[config.mk]
export PLATFORM = sky130hd
export DESIGN_NAME = block_transfer_sequencer_core_flat
export DESIGN_NICKNAME = d
export VERILOG_FILES = /design/src/sv/bts_pkg.sv /design/src/sv/bts_req_if.sv /design/src/sv/bts_rsp_if.sv /design/src/sv/block_transfer_sequencer_core.sv /design/src/sv/bts_front.sv /design/src/sv/bts_queue.sv /design/src/sv/bts_back.sv /design/src/flat_wrapper.sv
export SDC_FILE = /design/constraint.sdc
export NUM_CORES = 1
export LEC_CHECK = 0
export BUFFER_PORTS_ARGS = -buffer_cell sky130_fd_sc_hd__buf_2
export CAP_MARGIN = 0
export CORE_MARGIN = 2
export CORE_UTILIZATION = 65
export CTS_BUF_LIST = sky130_fd_sc_hd__clkbuf_4 sky130_fd_sc_hd__clkbuf_8
export DETAILED_ROUTE_END_ITERATION = 7
export HOLD_SLACK_MARGIN = 0.02
export PLACE_DENSITY = 0.94
export RECOVER_POWER = 25
export SYNTH_ARGS = -nofsm -noshare
export SYNTH_HDL_FRONTEND = slang
export SYNTH_SLANG_ARGS = --single-unit
[constraint.sdc]
create_clock -name clk -period 11.2 [get_ports clk]
set_input_delay 0.56 -clock clk [delete_from_list [all_inputs] [get_ports clk]]
set_output_delay 0.56 -clock clk [all_outputs]
set_load 0.01 [all_outputs]
[src/sv/bts_pkg.sv]
// ----------------------------------------------------------------------------
// bts_pkg: block transfer sequencer shared definitions
// result kinds, address constants, the work descriptor and the bit helpers
// ----------------------------------------------------------------------------
package bts_pkg;

  typedef enum logic [1:0] {
    KIND_XFER  = 2'd0,
    KIND_WB    = 2'd1,
    KIND_PATCH = 2'd2
  } kind_t;

  localparam logic [31:0] WORD_STEP       = 32'h4;
  localparam logic [31:0] EMPTY_SPAN      = 32'h40;
  localparam logic [31:0] EMPTY_DOWN_POST = 32'h3C;
  localparam logic [3:0]  PC_REG          = 4'hF;
  localparam logic [15:0] PC_ONLY_LIST    = 16'h8000;

  // one classified instruction, as the back end carries it out
  typedef struct packed {
    logic        ld;
    logic        up;
    logic        user;
    logic        restore;
    logic        wb_emit;
    logic        patch_emit;
    logic [3:0]  rb;
    logic [15:0] list;
    logic [31:0] first_addr;
    logic [31:0] new_base;
  } desc_t;

  function automatic logic [4:0] popcount16(input logic [15:0] v);
    logic [2:0] nib [4];
    for (int i = 0; i < 4; i++) begin
      nib[i] = {2'b00, v[4*i]} + {2'b00, v[4*i+1]} + {2'b00, v[4*i+2]} + {2'b00, v[4*i+3]};
    end
    return ({2'b00, nib[0]} + {2'b00, nib[1]}) + ({2'b00, nib[2]} + {2'b00, nib[3]});
  endfunction

  function automatic logic [3:0] lowest_set(input logic [15:0] v);
    logic [3:0] idx;
    idx = '0;
    for (int i = 15; i >= 0; i--) begin
      if (v[i]) idx = 4'(i);
    end
    return idx;
  endfunction

  function automatic logic [3:0] highest_set(input logic [15:0] v);
    logic [3:0] idx;
    idx = '0;
    for (int i = 0; i < 16; i++) begin
      if (v[i]) idx = 4'(i);
    end
    return idx;
  endfunction

endpackage

[src/sv/bts_req_if.sv]
// ----------------------------------------------------------------------------
// bts_req_if: instruction channel
// one decoded block transfer and its base value per word
// ----------------------------------------------------------------------------
interface bts_req_if;
  logic        valid;
  logic        ready;
  logic        is_load;
  logic        pre_index;
  logic        step_up;
  logic        user_bank_bit;
  logic        write_back;
  logic [3:0]  base_reg;
  logic [15:0] reg_list;
  logic [31:0] base_value;
  logic        thumb_form;

  modport source (
    output valid, is_load, pre_index, step_up, user_bank_bit, write_back,
           base_reg, reg_list, base_value, thumb_form,
    input  ready
  );

  modport sink (
    input  valid, is_load, pre_index, step_up, user_bank_bit, write_back,
           base_reg, reg_list, base_value, thumb_form,
    output ready
  );
endinterface

[src/sv/bts_rsp_if.sv]
// ----------------------------------------------------------------------------
// bts_rsp_if: result channel
// one memory transfer, base writeback or patch store per word
// ----------------------------------------------------------------------------
interface bts_rsp_if;
  logic        valid;
  logic        ready;
  logic [1:0]  kind;
  logic [31:0] address;
  logic [3:0]  reg_index;
  logic        load_op;
  logic        pc_plus_four;
  logic        user_mode;
  logic        flush_pipe;
  logic        restore_cpsr;
  logic        last;

  modport source (
    output valid, kind, address, reg_index, load_op, pc_plus_four, user_mode,
           flush_pipe, restore_cpsr, last,
    input  ready
  );

  modport sink (
    input  valid, kind, address, reg_index, load_op, pc_plus_four, user_mode,
           flush_pipe, restore_cpsr, last,
    output ready
  );
endinterface

[src/sv/block_transfer_sequencer_core.sv]
// ----------------------------------------------------------------------------
// block_transfer_sequencer_core: load/store multiple sequencer
// expands one block transfer instruction into its ordered memory words
// ----------------------------------------------------------------------------
// req takes one decoded instruction word with its base value; rsp gives the
// memory transfers in register order, then the base writeback, then the
// patch store of the new base where one is due. last marks the final word.
// the intake stage registers the word and classifies it into a queue of
// QUEUE_DEPTH descriptors; the sequencer behind it pops one descriptor,
// loads it and then emits one result word per cycle while rsp is not
// stalled. on its way to the first result a word passes the intake
// register, a queue entry, the sequencer's descriptor register and its
// output register.
// a stall on rsp holds the output word; req keeps being accepted until the
// queue and the intake register are full. reset empties the intake, the
// queue and the sequencer; no word is pending afterwards.
// ----------------------------------------------------------------------------
module block_transfer_sequencer_core #(
  parameter int QUEUE_DEPTH = 2
) (
  input  logic      clk,
  input  logic      rst,
  bts_req_if.sink   req,
  bts_rsp_if.source rsp
);

  bts_pkg::desc_t f_desc;
  bts_pkg::desc_t q_desc;
  logic           q_push;
  logic           q_full;
  logic           q_pop;
  logic           q_avail;

  bts_front u_front (
    .clk  (clk),
    .rst  (rst),
    .req  (req),
    .desc (f_desc),
    .push (q_push),
    .full (q_full)
  );

  bts_queue #(
    .DEPTH (QUEUE_DEPTH)
  ) u_queue (
    .clk   (clk),
    .rst   (rst),
    .push  (q_push),
    .din   (f_desc),
    .full  (q_full),
    .pop   (q_pop),
    .dout  (q_desc),
    .avail (q_avail)
  );

  bts_back u_back (
    .clk   (clk),
    .rst   (rst),
    .desc  (q_desc),
    .avail (q_avail),
    .pop   (q_pop),
    .rsp   (rsp)
  );

`ifndef NO_ASSERTIONS
  a_patch_is_last: assert property (@(posedge clk) disable iff (rst)
    rsp.valid && (rsp.kind == bts_pkg::KIND_PATCH) |-> rsp.last)
    else $error("patch store not marked last");

  a_restore_on_last: assert property (@(posedge clk) disable iff (rst)
    rsp.valid && rsp.restore_cpsr |-> rsp.last)
    else $error("cpsr restore away from final word");

  a_flush_pc_load: assert property (@(posedge clk) disable iff (rst)
    rsp.valid && rsp.flush_pipe |->
      (rsp.kind == bts_pkg::KIND_XFER) && rsp.load_op && (rsp.reg_index == bts_pkg::PC_REG))
    else $error("flush without pc load");

  a_no_push_when_full: assert property (@(posedge clk) disable iff (rst)
    q_full |-> !q_push)
    else $error("descriptor pushed into full queue");
`endif

endmodule

[src/sv/bts_front.sv]
// ----------------------------------------------------------------------------
// bts_front: instruction intake and classification
// registers one instruction word and turns it into a work descriptor
// ----------------------------------------------------------------------------
module bts_front (
  input  logic           clk,
  input  logic           rst,
  bts_req_if.sink        req,
  output bts_pkg::desc_t desc,
  output logic           push,
  input  logic           full
);

  logic        held;
  logic        h_ld;
  logic        h_pre;
  logic        h_up;
  logic        h_s;
  logic        h_wb;
  logic [3:0]  h_rb;
  logic [15:0] h_list;
  logic [31:0] h_base;
  logic        h_th;

  logic        s_eff;
  logic        wb_eff;
  logic        empty;
  logic        restore;
  logic        inlist;
  logic        first;
  logic [15:0] below_mask;
  logic [31:0] span;
  logic [31:0] near_addr;

  assign req.ready = !held || !full;
  assign push      = held && !full;

  always_ff @(posedge clk) begin
    if (rst) begin
      held <= 1'b0;
    end else if (req.ready) begin
      held <= req.valid;
    end
    if (req.valid && req.ready) begin
      h_ld   <= req.is_load;
      h_pre  <= req.pre_index;
      h_up   <= req.step_up;
      h_s    <= req.user_bank_bit;
      h_wb   <= req.write_back;
      h_rb   <= req.base_reg;
      h_list <= req.reg_list;
      h_base <= req.base_value;
      h_th   <= req.thumb_form;
    end
  end

  always_comb begin
    s_eff      = h_s && !h_th;
    wb_eff     = h_wb || h_th;
    empty      = (h_list == 16'h0000);
    restore    = s_eff && h_ld && h_list[15];
    inlist     = h_list[h_rb];
    below_mask = (16'h0001 << h_rb) - 16'h0001;
    first      = inlist && ((h_list & below_mask) == 16'h0000);
    span       = {25'd0, bts_pkg::popcount16(h_list), 2'b00};
    near_addr  = h_up ? (h_pre ? h_base + bts_pkg::WORD_STEP : h_base)
                      : (h_pre ? h_base - bts_pkg::WORD_STEP : h_base);

    desc.ld = h_ld;
    desc.up = h_up;
    desc.rb = h_rb;
    if (empty) begin
      desc.user       = 1'b0;
      desc.restore    = 1'b0;
      desc.wb_emit    = 1'b1;
      desc.patch_emit = 1'b0;
      desc.list       = bts_pkg::PC_ONLY_LIST;
      desc.first_addr = h_up ? near_addr
                             : (h_pre ? h_base - bts_pkg::EMPTY_SPAN
                                      : h_base - bts_pkg::EMPTY_DOWN_POST);
      desc.new_base   = h_up ? h_base + bts_pkg::EMPTY_SPAN : h_base - bts_pkg::EMPTY_SPAN;
    end else begin
      desc.user       = s_eff && !restore;
      desc.restore    = restore;
      desc.wb_emit    = wb_eff && !(h_ld && inlist);
      desc.patch_emit = wb_eff && !h_ld && !h_th && inlist && !first;
      desc.list       = h_list;
      desc.first_addr = near_addr;
      desc.new_base   = h_up ? h_base + span : h_base - span;
    end
  end

endmodule

[src/sv/bts_queue.sv]
// ----------------------------------------------------------------------------
// bts_queue: descriptor queue
// short first-in first-out store between intake and sequencer
// ----------------------------------------------------------------------------
module bts_queue #(
  parameter int DEPTH = 2
) (
  input  logic           clk,
  input  logic           rst,
  input  logic           push,
  input  bts_pkg::desc_t din,
  output logic           full,
  input  logic           pop,
  output bts_pkg::desc_t dout,
  output logic           avail
);

  localparam int PW = (DEPTH > 1) ? $clog2(DEPTH) : 1;
  localparam int CW = $clog2(DEPTH + 1);
  localparam logic [PW-1:0] LAST_PTR = PW'(DEPTH - 1);
  localparam logic [CW-1:0] FULL_CNT = CW'(DEPTH);

  bts_pkg::desc_t mem [DEPTH];
  logic [PW-1:0]  wr_ptr;
  logic [PW-1:0]  rd_ptr;
  logic [CW-1:0]  count;
  logic           do_push;
  logic           do_pop;

  assign full    = (count == FULL_CNT);
  assign avail   = (count != '0);
  assign do_push = push && !full;
  assign do_pop  = pop && avail;
  assign dout    = mem[rd_ptr];

  always_ff @(posedge clk) begin
    if (rst) begin
      wr_ptr <= '0;
      rd_ptr <= '0;
      count  <= '0;
    end else begin
      if (do_push) begin
        wr_ptr <= (wr_ptr == LAST_PTR) ? '0 : wr_ptr + PW'(1);
      end
      if (do_pop) begin
        rd_ptr <= (rd_ptr == LAST_PTR) ? '0 : rd_ptr + PW'(1);
      end
      if (do_push && !do_pop) begin
        count <= count + CW'(1);
      end else if (do_pop && !do_push) begin
        count <= count - CW'(1);
      end
    end
    if (do_push) begin
      mem[wr_ptr] <= din;
    end
  end

endmodule

[src/sv/bts_back.sv]
// ----------------------------------------------------------------------------
// bts_back: transfer sequencer
// walks the register list one word per cycle unless rsp stalls, then writeback and patch
// ----------------------------------------------------------------------------
module bts_back (
  input  logic           clk,
  input  logic           rst,
  input  bts_pkg::desc_t desc,
  input  logic           avail,
  output logic           pop,
  bts_rsp_if.source      rsp
);

  typedef enum logic [1:0] {ST_IDLE, ST_XFER, ST_WB, ST_PATCH} state_t;

  state_t         state;
  state_t         xfer_next;
  bts_pkg::desc_t d;
  logic [15:0]    rem;
  logic [31:0]    addr;
  logic [31:0]    patch_addr;
  logic [3:0]     sel;
  logic           one_left;
  logic           xfer_last;
  logic           pc_sel;
  logic           adv;

  logic        o_valid;
  logic [1:0]  o_kind;
  logic [31:0] o_addr;
  logic [3:0]  o_reg;
  logic        o_load;
  logic        o_pc4;
  logic        o_user;
  logic        o_flush;
  logic        o_restore;
  logic        o_last;

  assign rsp.valid        = o_valid;
  assign rsp.kind         = o_kind;
  assign rsp.address      = o_addr;
  assign rsp.reg_index    = o_reg;
  assign rsp.load_op      = o_load;
  assign rsp.pc_plus_four = o_pc4;
  assign rsp.user_mode    = o_user;
  assign rsp.flush_pipe   = o_flush;
  assign rsp.restore_cpsr = o_restore;
  assign rsp.last         = o_last;

  assign adv = !o_valid || rsp.ready;
  assign pop = (state == ST_IDLE) && avail;

  always_comb begin
    sel       = d.up ? bts_pkg::lowest_set(rem) : bts_pkg::highest_set(rem);
    one_left  = ((rem & (rem - 16'h0001)) == 16'h0000);
    xfer_last = one_left && !d.wb_emit && !d.patch_emit;
    pc_sel    = (sel == bts_pkg::PC_REG);
    if (!one_left) begin
      xfer_next = ST_XFER;
    end else if (d.wb_emit) begin
      xfer_next = ST_WB;
    end else if (d.patch_emit) begin
      xfer_next = ST_PATCH;
    end else begin
      xfer_next = ST_IDLE;
    end
  end

  always_ff @(posedge clk) begin
    if (rst) begin
      state   <= ST_IDLE;
      o_valid <= 1'b0;
    end else begin
      case (state)
        ST_IDLE: begin
          if (adv) begin
            o_valid <= 1'b0;
          end
          if (avail) begin
            d     <= desc;
            rem   <= desc.list;
            addr  <= desc.first_addr;
            state <= ST_XFER;
          end
        end
        ST_XFER: begin
          if (adv) begin
            o_valid   <= 1'b1;
            o_kind    <= bts_pkg::KIND_XFER;
            o_addr    <= addr;
            o_reg     <= sel;
            o_load    <= d.ld;
            o_pc4     <= !d.ld && pc_sel;
            o_user    <= d.user;
            o_flush   <= d.ld && pc_sel;
            o_restore <= d.restore && xfer_last;
            o_last    <= xfer_last;
            if (sel == d.rb) begin
              patch_addr <= addr;
            end
            rem   <= rem & ~(16'h0001 << sel);
            addr  <= d.up ? addr + bts_pkg::WORD_STEP : addr - bts_pkg::WORD_STEP;
            state <= xfer_next;
          end
        end
        ST_WB: begin
          if (adv) begin
            o_valid   <= 1'b1;
            o_kind    <= bts_pkg::KIND_WB;
            o_addr    <= d.new_base;
            o_reg     <= d.rb;
            o_load    <= 1'b0;
            o_pc4     <= 1'b0;
            o_user    <= d.user;
            o_flush   <= 1'b0;
            o_restore <= d.restore && !d.patch_emit;
            o_last    <= !d.patch_emit;
            state     <= d.patch_emit ? ST_PATCH : ST_IDLE;
          end
        end
        ST_PATCH: begin
          if (adv) begin
            o_valid   <= 1'b1;
            o_kind    <= bts_pkg::KIND_PATCH;
            o_addr    <= patch_addr;
            o_reg     <= d.rb;
            o_load    <= 1'b0;
            o_pc4     <= 1'b0;
            o_user    <= d.user;
            o_flush   <= 1'b0;
            o_restore <= d.restore;
            o_last    <= 1'b1;
            state     <= ST_IDLE;
          end
        end
        default: begin
          if (adv) begin
            o_valid <= 1'b0;
          end
          state <= ST_IDLE;
        end
      endcase
    end
  end

endmodule

[src/flat_wrapper.sv]
// flat-port wrapper written by rule: the top's interface ports become plain ports
module block_transfer_sequencer_core_flat 
#(
  parameter int QUEUE_DEPTH = 2
)
  (clk, rst, req_valid, req_is_load, req_pre_index, req_step_up, req_user_bank_bit, req_write_back, req_base_reg, req_reg_list, req_base_value, req_thumb_form, req_ready, rsp_valid, rsp_kind, rsp_address, rsp_reg_index, rsp_load_op, rsp_pc_plus_four, rsp_user_mode, rsp_flush_pipe, rsp_restore_cpsr, rsp_last, rsp_ready);
  bts_req_if req_i ();
  bts_rsp_if rsp_i ();
  input  logic clk;
  input  logic rst;
  input wire logic [$bits(req_i.valid)-1:0] req_valid;
  input wire logic [$bits(req_i.is_load)-1:0] req_is_load;
  input wire logic [$bits(req_i.pre_index)-1:0] req_pre_index;
  input wire logic [$bits(req_i.step_up)-1:0] req_step_up;
  input wire logic [$bits(req_i.user_bank_bit)-1:0] req_user_bank_bit;
  input wire logic [$bits(req_i.write_back)-1:0] req_write_back;
  input wire logic [$bits(req_i.base_reg)-1:0] req_base_reg;
  input wire logic [$bits(req_i.reg_list)-1:0] req_reg_list;
  input wire logic [$bits(req_i.base_value)-1:0] req_base_value;
  input wire logic [$bits(req_i.thumb_form)-1:0] req_thumb_form;
  output wire logic [$bits(req_i.ready)-1:0] req_ready;
  output wire logic [$bits(rsp_i.valid)-1:0] rsp_valid;
  output wire logic [$bits(rsp_i.kind)-1:0] rsp_kind;
  output wire logic [$bits(rsp_i.address)-1:0] rsp_address;
  output wire logic [$bits(rsp_i.reg_index)-1:0] rsp_reg_index;
  output wire logic [$bits(rsp_i.load_op)-1:0] rsp_load_op;
  output wire logic [$bits(rsp_i.pc_plus_four)-1:0] rsp_pc_plus_four;
  output wire logic [$bits(rsp_i.user_mode)-1:0] rsp_user_mode;
  output wire logic [$bits(rsp_i.flush_pipe)-1:0] rsp_flush_pipe;
  output wire logic [$bits(rsp_i.restore_cpsr)-1:0] rsp_restore_cpsr;
  output wire logic [$bits(rsp_i.last)-1:0] rsp_last;
  input wire logic [$bits(rsp_i.ready)-1:0] rsp_ready;
  assign req_i.valid = req_valid;
  assign req_i.is_load = req_is_load;
  assign req_i.pre_index = req_pre_index;
  assign req_i.step_up = req_step_up;
  assign req_i.user_bank_bit = req_user_bank_bit;
  assign req_i.write_back = req_write_back;
  assign req_i.base_reg = req_base_reg;
  assign req_i.reg_list = req_reg_list;
  assign req_i.base_value = req_base_value;
  assign req_i.thumb_form = req_thumb_form;
  assign req_ready = req_i.ready;
  assign rsp_valid = rsp_i.valid;
  assign rsp_kind = rsp_i.kind;
  assign rsp_address = rsp_i.address;
  assign rsp_reg_index = rsp_i.reg_index;
  assign rsp_load_op = rsp_i.load_op;
  assign rsp_pc_plus_four = rsp_i.pc_plus_four;
  assign rsp_user_mode = rsp_i.user_mode;
  assign rsp_flush_pipe = rsp_i.flush_pipe;
  assign rsp_restore_cpsr = rsp_i.restore_cpsr;
  assign rsp_last = rsp_i.last;
  assign rsp_i.ready = rsp_ready;
  block_transfer_sequencer_core #(.QUEUE_DEPTH(QUEUE_DEPTH)) u_core (.clk(clk), .rst(rst), .req(req_i), .rsp(rsp_i));
endmodule
==> out/qor.csv <==
stage,metric,value,unit
outcome,outcome,finished with violations,
outcome,violations,"capacitance limit, slew limit",
clock_network,htreeDepth,3,
placement,dpl-instance-area,22200,sq um
clock_network,holdBufCountCts,0,
sta,fin_worst_skew,0.0466,ns
floorplanning,start_util,65.8,%
clock_network,cts_tree,done,
grt,grt_max_degree,86,
grt,grt_pass1_wl,82900,um
sta,slew_violations,197,
worst_setup_path,crit_type,flip-flop to flip-flop,
sta,rsz0062_at_grt,no,
sta,finalCritPeriodShare,65.5,%
placement,place_inst,2296,
final_layout,antenna_cells,0,
synth,ys_seq_area_share,57.0,%
sta,worstMarginPinSlew,3.69,ns
sta,tns,0,ns
floorplanning,io_pins,108,
clock_network,cts_buffers,67,
synth,synth.distinct_cells,77,
grt,grt_util_all_layers,32.1,%
synth,synth_top_area_share,56.2,%
floorplanning,row_count,66,
placement,gp_congestion,1.00,
power_and_ir_drop,finalPower,6.37,mW
routing,drt_iter0_drc,2307,
synth,post_synth.cell_area_avg,11.7,sq um
sta,fmax,136,MHz
clock_network,clock_sinks,409,
clock_network,cts_repair_resize_count,0,
synth,synth_area_leader_cell,edfxtp_1,
placement,pre_cts_slack,4.04,ns
synth,synth_fp_nets,1976,
sta,finalWorstSetupSlack,3.86,ns
final_layout,drive_gt1_share,14.8,%
routing,vias,15800,
grt,grt_antenna_before_repair,1,
sta,period_minus_slack,7.34,ns
routing,wl_per_cell,22.5,um
worst_setup_path,worst_setup_path_start_kind,flip-flop,
synth,yosys-top-cells-count,"400 x edfxtp_1, 176 x nor2_1, 153 x a21oi_1",
sta,worst_slew_margin_rel,-146,%
routing,ant_nets,0,
final_layout,fillers,2026,
floorplanning,die_h,185,um
flow_run,drv_cap,4,
sta,timing.hold.ws,0.124,ns
power_and_ir_drop,ir_worst_vdd,0.163,mV
sta,setup_viol,0,
routing,viasPerCell,6.55,
grt,grt_pass1_vias,15100,
synth,synthArstFlopShare,0,%
synth,synth_area_leaders,"edfxtp_1 56%, ha_1 4.3%, a21oi_1 3.6%",
worst_setup_path,cp.required,11.59,ns
routing,first_pass_iters,7,
final_layout,area_growth,10.4,%
synth,syn_area,21400,sq um
synth,netlist_instances,1829,
clock_network,post_cts_buffers,0,
routing,wirelength,54300,um
placement,hpwl,37800,um
final_layout,final_core_util,72.7,%
sta,hold_viol_final,0,
synth,synth-seq-cells,409,
clock_network,clkTransAtPathRegs,0.06,ns
worst_setup_path,path_max_fanout,9,
final_layout,final_cells,2414,
routing,drc,0,
final_layout,stdcell_area,23600,sq um
power_and_ir_drop,total_leakage_power,8.56,nW
final_layout,nNetsFinal,2070,
synth,yosysWarnings,0,
grt,grt_overflow_total,0,
synth,synthFlopType,edfxtp_1,
placement,numPortBuffers,107,
clock_network,clk_path_buf_depth,3,
synth,synth_most_common_cell,edfxtp_1,
floorplanning,coreArea,32500,sq um
clock_network,clockRootBuffer,clkbuf_8,
synth,synth_edf_count,400,
power_and_ir_drop,p_per_area,270,nW/um^2
clock_network,clk_latency,0.63,ns
worst_setup_path,endpoint_kind,flip-flop,
worst_hold_path,hp-class,input pin to flip-flop,
floorplanning,die_area,34300,sq um
floorplanning,fp.dieW,185,um
worst_setup_path,crit_arrival,7.73,ns
## where the power goes
group	total [mW]	internal, mW	switching [mW]	leakage (nW)
registers	2.42	2.21	0.205	3.78
logic	2.58	1.00	1.58	4.05
clock network	1.37	0.779	0.595	0.735
## cell usage in the layout, fill, tap and decap left out, types with 28 or more instances in the layout
cell      Yosys  final
xnor2_1      56     56
nor3_1       45     44
edfxtp_1    400    400
mux2_2       46     41
inv_1        57     57
clkbuf_8      2     71
nand2_1     123    123
xor2_1       52     52
a21o_1       32     32
ha_1         73     73
nor2_1      176    174
a31oi_1      28     28
mux2i_1      74     74
buf_2         2    103
a21oi_1     153    152
nand3_1      38     38
o21ai_0      90     90
## state kept, by name, indices dropped and copies added (netlist names), 2 cells and up, named ones only
register	cells
u_core.u_back.addr	32
u_core.u_back.state	2
u_core.u_queue.count	2
u_core.u_back.patch_addr	32
u_core.u_front.h_base	32
u_core.u_back.rsp.reg_index	4
u_core.u_back.rem	16
u_core.u_front.h_rb	4
u_core.u_front.h_list	16
u_core.u_back.rsp.kind	2
u_core.u_back.d	42
u_core.u_back.rsp.address	32
u_core.u_queue.mem	176
## final timing paths
kind	startpoint	endpoint	cells after the start	slack, ns
setup reg to reg	u_core.u_front.h_list[5]	u_core.u_queue.mem[1][30]	23	3.86
setup / recovery	u_core.u_front.h_list[5]	u_core.u_queue.mem[1][30]	23	3.86
hold reg to reg	u_core.u_back.d[87]	u_core.u_back.rsp.user_mode	0	0.43
hold / removal	req_reg_list[12]	u_core.u_front.h_list[12]	1	0.12
## critical path: stages (launching register included)
cell	delay [ns]
edfxtp_1	0.48
inv_1	0.11
fa_1	0.59
fa_1	0.46
fa_1	0.53
fa_1	0.40
inv_1	0.07
ha_1	0.15
inv_1	0.05
fa_1	0.39
xor2_1	0.21
and3_1	0.23
a31oi_1	0.82
ha_1	0.44
and3_1	0.21
a221o_1	0.39
nand3_1	0.14
a21oi_1	0.11
o31ai_2	0.28
a21oi_1	0.15
o221ai_1	0.30
a21oi_1	0.14
o21a_1	0.18
o31ai_1	0.28
## area by class of cell
class	instances	area, sq um	share of cell area [%]
clock buffers	86	1090	4.62
clock inverters	32	310	1.32
inverters	57	214	0.907
multi-input cells	1265	8590	36.4
flip-flops and latches	409	12200	51.7
well taps	442	553	2.34
repair buffers	123	643	2.73
## logic make-up (layout without fill, tap and decap cells)
family | Yosys count | in the layout | share of synthesized area (%)
AO/OA/AOI/OAI | 435 | 435 | 12.4
flip-flops | 409 | 409 | 57.0
XOR/XNOR | 108 | 108 | 4.43
AND/OR/NAND/NOR | 511 | 511 | 11.3
buffers and inverters | 155 | 298 | 2.97
multiplexers | 125 | 125 | 6.42
adder cells (fa/ha/maj) | 86 | 86 | 5.44
## per-layer routing
layer / GRT usage (%) / wire length [um] / vias up
li1: - / - / 7024
met1: 43.8 / 20700 / 7563
met2: 50.6 / 25200 / 1053
met3: 6.94 / 6260 / 166
met4: 12.3 / 2020 / 0
met5: 0 / 0 / -
No activity file was read; power rests on OpenSTA's default activity.
